==> src/sv/gpt_pkg.sv <==
// shared types, constants and constant tables of the gray point transform
package gpt_pkg;

    localparam int PIXEL_BITS = 8;
    localparam logic [PIXEL_BITS-1:0] PIXEL_MAX = {PIXEL_BITS{1'b1}};
    localparam int LOG_BITS   = 20;
    localparam int EXP_STAGES = 16;
    localparam int LATENCY    = 3 + EXP_STAGES + 2;
    localparam logic [15:0] LN2_Q16 = 16'd45426;
    localparam logic [30:0] ONE_Q30 = 31'h4000_0000;

    localparam logic [1:0] MODE_THRESH = 2'd0;
    localparam logic [1:0] MODE_LOG    = 2'd1;
    localparam logic [1:0] MODE_GAMMA  = 2'd2;

    localparam logic [1:0] REG_MODE  = 2'd0;
    localparam logic [1:0] REG_GAIN  = 2'd1;
    localparam logic [1:0] REG_GAMMA = 2'd2;

    typedef logic [256:0][LOG_BITS-1:0] t_log_tab;
    typedef logic [EXP_STAGES-1:0][30:0] t_root_tab;

    typedef struct packed {
        logic                  vld;
        logic [1:0]            mode;
        logic [7:0]            gain;
        logic [11:0]           gamma;
        logic [PIXEL_BITS-1:0] pix;
        logic                  thr;
        logic                  pzero;
        logic                  gzero;
        logic [LOG_BITS-1:0]   lg;
        logic [31:0]           mul;
        logic [11:0]           logv;
        logic [7:0]            n;
        logic [15:0]           f;
        logic [30:0]           acc;
        logic [38:0]           prod;
    } t_item;

    // log2 in q.16 for 1..256, entry 0 unused
    function automatic t_log_tab f_log_tab();
        t_log_tab    t;
        logic [63:0] y;
        logic [63:0] r;
        int          e;
        t = '0;
        for (int x = 1; x <= 256; x++) begin
            e = 0;
            for (int b = 1; b <= 8; b++) begin
                if ((x >> b) != 0) e = b;
            end
            y = 64'(x) << (30 - e);
            r = 64'(e) << 16;
            for (int i = 15; i >= 0; i--) begin
                y = (y * y) >> 30;
                if (y >= 64'h8000_0000) begin
                    y = y >> 1;
                    r = r | (64'd1 << i);
                end
            end
            t[x] = r[LOG_BITS-1:0];
        end
        return t;
    endfunction

    function automatic logic [63:0] f_isqrt(input logic [63:0] v_in);
        logic [63:0] v;
        logic [63:0] res;
        logic [63:0] bt;
        v   = v_in;
        res = '0;
        bt  = 64'd1 << 62;
        for (int i = 0; i < 32; i++) begin
            if (bt > v) bt = bt >> 2;
        end
        for (int i = 0; i < 32; i++) begin
            if (bt != 0) begin
                if (v >= res + bt) begin
                    v   = v - (res + bt);
                    res = (res >> 1) + bt;
                end else begin
                    res = res >> 1;
                end
                bt = bt >> 2;
            end
        end
        return res;
    endfunction

    // 2^(2^-(k+1)) in q.30
    function automatic t_root_tab f_root_tab();
        t_root_tab   t;
        logic [63:0] r;
        r = f_isqrt(64'd2 << 60);
        for (int k = 0; k < EXP_STAGES; k++) begin
            t[k] = r[30:0];
            r = f_isqrt(r << 30);
        end
        return t;
    endfunction

    localparam t_log_tab  LOG2_TAB  = f_log_tab();
    localparam t_root_tab ROOT_TAB  = f_root_tab();

endpackage

==> src/sv/gpt_out_stage.sv <==
// gain multiply, shift by the integer exponent, mode select and clipping
module gpt_out_stage (
    input  logic                           i_clk,
    input  logic                           i_rst_n,
    input  gpt_pkg::t_item                 i_item,
    output logic                           o_valid,
    output logic [gpt_pkg::PIXEL_BITS-1:0] o_out_pixel,
    output logic                           o_clipped
);
    import gpt_pkg::*;

    t_item                 r_s1, n_s1;
    logic                  r_valid;
    logic [PIXEL_BITS-1:0] r_pix, n_pix;
    logic                  r_clip, n_clip;
    logic [38:0]           shifted;

    always_comb begin
        n_s1      = i_item;
        n_s1.prod = 39'(i_item.acc) * 39'(i_item.gain);
    end

    always_comb begin
        shifted = r_s1.prod >> (5'd30 - r_s1.n[4:0]);
        n_pix   = '0;
        n_clip  = 1'b0;
        case (r_s1.mode)
            MODE_THRESH: n_pix = r_s1.thr ? PIXEL_MAX : '0;
            MODE_LOG: begin
                if (r_s1.logv > 12'(PIXEL_MAX)) begin
                    n_pix  = PIXEL_MAX;
                    n_clip = 1'b1;
                end else begin
                    n_pix = r_s1.logv[PIXEL_BITS-1:0];
                end
            end
            MODE_GAMMA: begin
                if (r_s1.pzero) begin
                    n_pix = r_s1.gzero ? r_s1.gain : '0;
                end else if (r_s1.gain == '0) begin
                    n_pix = '0;
                end else if (r_s1.n >= 8'd30 || shifted > 39'(PIXEL_MAX)) begin
                    n_pix  = PIXEL_MAX;
                    n_clip = 1'b1;
                end else begin
                    n_pix = shifted[PIXEL_BITS-1:0];
                end
            end
            default: n_pix = '0;
        endcase
    end

    always_ff @(posedge i_clk) begin
        if (!i_rst_n) begin
            r_s1.vld <= 1'b0;
            r_valid  <= 1'b0;
        end else begin
            r_s1    <= n_s1;
            r_valid <= r_s1.vld;
        end
    end

    always_ff @(posedge i_clk) begin
        r_pix  <= n_pix;
        r_clip <= n_clip;
    end

    assign o_valid     = r_valid;
    assign o_out_pixel = r_pix;
    assign o_clipped   = r_clip & r_valid;

endmodule

==> config.mk <==
export PLATFORM = sky130hd
export DESIGN_NAME = gpt_out_stage
export DESIGN_NICKNAME = d
export VERILOG_FILES = /design/src/sv/gpt_pkg.sv /design/src/sv/gpt_out_stage.sv
export SDC_FILE = /design/constraint.sdc
export NUM_CORES = 1
export LEC_CHECK = 0
export BUFFER_PORTS_ARGS = -buffer_cell sky130_fd_sc_hd__buf_2
export CORE_MARGIN = 1.5
export CORE_UTILIZATION = 35
export DETAILED_ROUTE_END_ITERATION = 12
export PLACE_DENSITY = 0.54
export SETUP_SLACK_MARGIN = 0.3
export SKIP_CTS_REPAIR_TIMING = 1
export SLEW_MARGIN = 30
export SYNTH_ARGS = -nofsm -noshare
export SYNTH_HDL_FRONTEND = slang
export SYNTH_SLANG_ARGS = --single-unit
==> constraint.sdc <==
create_clock -name i_clk -period 6.63 [get_ports i_clk]
set_input_delay 1.6575 -clock i_clk [delete_from_list [all_inputs] [get_ports i_clk]]
set_output_delay 1.6575 -clock i_clk [all_outputs]
set_load 0.05 [all_outputs]
==> reports/results.ini <==
[place]
portBuffers=76
gp_congestion=0.837
dp_cells=1918
place_area_um2=14300
dp_hpwl_um=24100

[grt]
gr-total-overflow=0
use_met3_pct=1.52
grt_pass1_wl_um=50800
grt_use_met1_pct=23.6
grt_util_met2_pct=27.3
grt_usage_pct=16.5
grt_start_max_net_pins=82
grt_pass1_vias=10100
grt-busiest-layer=met2
antenna_found_initial=2

[sta]
fin_setup_tns_ns=0
fmax_mhz=157
skew_ns=0.0103
tightest_slew_ns=0.931
slew-limit-headroom_pct=37.9
holdWs_ns=0.437
slew_viol_final=0
finalCritPeriodShare_pct=96.4
finalHoldViolCount=0
setup_viol=0
period_minus_slack_ns=6.39
rsz0062_at_grt=yes

[yosys]
yosysMostFrequentCell=inv_1
yosys.area_share.simple_pct=19.2
synthXorXnorAreaFrac_pct=2.39
ys_seq_elements=83
synth_top_area_share_pct=27.4
synthTopCellsByCount=205 x inv_1, 202 x and2_1, 174 x fa_1
synth-main-ff-cell=edfxtp_1
synth_adder_area_share_pct=33.8
synth_area_leaders=fa_1 27%, edfxtp_1 17%, and2_1 9.9%
synth_edf_count=72
ys_types=78
synth.area.mux_share_pct=6.88
synth_compound_area_share_pct=10.6
synthCells=1343
syn_area_per_cell_um2=9.47
synth_top_area_cell=fa_1
yosysSeqAreaShare_pct=18.7
synthArstFlopShare_pct=0
synth_area_um2=12700
synth_top_family_by_area=adder cells
synth_nets=1776
synth-warning-count=0

[hold_path]
worstHoldPathType=reg -> reg

[setup_path]
cp-start-kind=primary input
critPathKind=in -> reg
path_max_fanout=7
cp.required_ns=6.72
arrival_ns=6.48
endpoint_kind=register

[final_layout]
multiInputGateArea_um2=9490
drive_gt1_share_pct=19.7
area_growth_pct=16.9
final_cells=1940
final_area_um2=14900
nets=1907
ff_latch_area_um2=2380
n_fill_cell=3566
diodes=0

[power]
clockPowerShare_pct=8.4
power_density_nw_per_um2=395
swShare_pct=44.4
power.internal_uw=3260
p_comb_share_pct=73.4
p_sw_uw=2610
ir_drop_mv=0.180
total_power_uw=5870
power_leakage_uw=0.00670
p_seq_share_pct=18.2

[clock_tree]
cts_tree=yes
cts_buffers=9
cts_sinks=83
clk_latency_ns=0.35
root_buffer=clkbuf_16
htreeDepth=3
clk_pin_slew_ns=0.07
clk_path_buf_depth=2

[routing]
wl_per_cell_um=16.1
remaining_drc_errors=5
dr_total_vias=9805
viasPerCell=5.05
drtIter0Drc=496
ant_nets=0
drt-pass1-iter-count=9
wl_um=31300

[job]
drv_cap=0

[floorplanning]
die_h_um=194
start_util_pct=35.7
dieArea_um2=37500
coreArea_um2=35700
die_w_um=194
io_pins=204
row_count=69

[outcome]
violations=DRC
status=finished, violations left

==> routing by layer <==
metal | share of wire [%] | wire, um
met1 | 49 | 15200
met2 | 47 | 14800
met3 | 3.1 | 979
met4 | 1.1 | 356
met5 | 0 | 0
==> registers in the layout, summed over array words and instances (netlist names) <==
register     flops
o_out_pixel      8
o_valid          1
r_s1            73
r_clip           1
==> final cells by class <==
type / count / share of cell area (%)
clock buffers: 9 / 1.52
clock inverters: 7 / 0.438
inverters: 207 / 5.23
multi-input cells: 991 / 63.8
flip-flops and latches: 83 / 16.0
well taps: 461 / 3.88
repair buffers: 182 / 9.06
==> power by group through the flow <==
stage                     Sequential [uW]  Combinational (uW)  Clock, uW
after floorplan                      1010                2940          0
after global placement               1070                4160          0
after detailed placement             1080                4200          0
after CTS                            1070                4220        505
after global routing                 1100                4870        522
final                                1070                4310        491
==> layout by cell type (no fill, tap or decap), types with 24 or more instances in the layout <==
| cell | Yosys | routed |
|---|---|---|
| edfxtp_1 | 72 | 72 |
| inv_1 | 205 | 200 |
| mux2i_1 | 24 | 24 |
| ha_1 | 65 | 57 |
| buf_2 | 4 | 69 |
| buf_4 | 3 | 98 |
| a21oi_1 | 66 | 57 |
| fa_1 | 174 | 173 |
| and2_1 | 202 | 187 |
| nand2_1 | 102 | 102 |
| nor2_1 | 59 | 57 |
| o21ai_0 | 26 | 26 |
==> worst paths after layout <==
kind / startpoint / to / slack [ns] / cells past startpoint
setup reg to reg: r_s1[86] / o_out_pixel[7] / 2.72 / 12
hold / removal: r_s1[191] / o_valid / 0.44 / 1
hold reg to reg: r_s1[191] / o_valid / 0.44 / 1
setup / recovery: i_item[187] / r_s1[28] / 0.24 / 19
==> worst max-delay path, cell delays in order <==
cell and delay (ns):
buf_12 0.12, buf_12 0.14, and2_4 0.14, fa_1 0.55, fa_2 0.44, fa_1 0.48
inv_1 0.05, fa_1 0.49, inv_2 0.05, ha_4 0.20, a21o_1 0.18, a221o_1 0.37
a21oi_2 0.17, a21boi_4 0.20, a21oi_2 0.08, a221o_1 0.34, a221o_1 0.35, o31ai_2 0.31
xnor2_1 0.12
==> per-stage QoR <==
stage | setup WS, ns | utilization (%)
final | 0.242 | 41.7
after global routing | 0.101 | 41.7
after CTS | 0.00944 | 40.9
after detailed placement | -0.388 | 40.1
after global placement | -0.334 | 40.1
after floorplan | 0.225 | -
==> logic make-up (layout without fill, tap and decap cells) <==
kind of cell             count (synthesis)  after routing
AO/OA/AOI/OAI                          203            203
multiplexers                            60             60
AND/OR/NAND/NOR                        456            456
adder cells (fa/ha/maj)                239            239
buffers and inverters                  269            405
XOR/XNOR                                33             33
flip-flops                              83             83
Power figures use the tool's default switching activity.
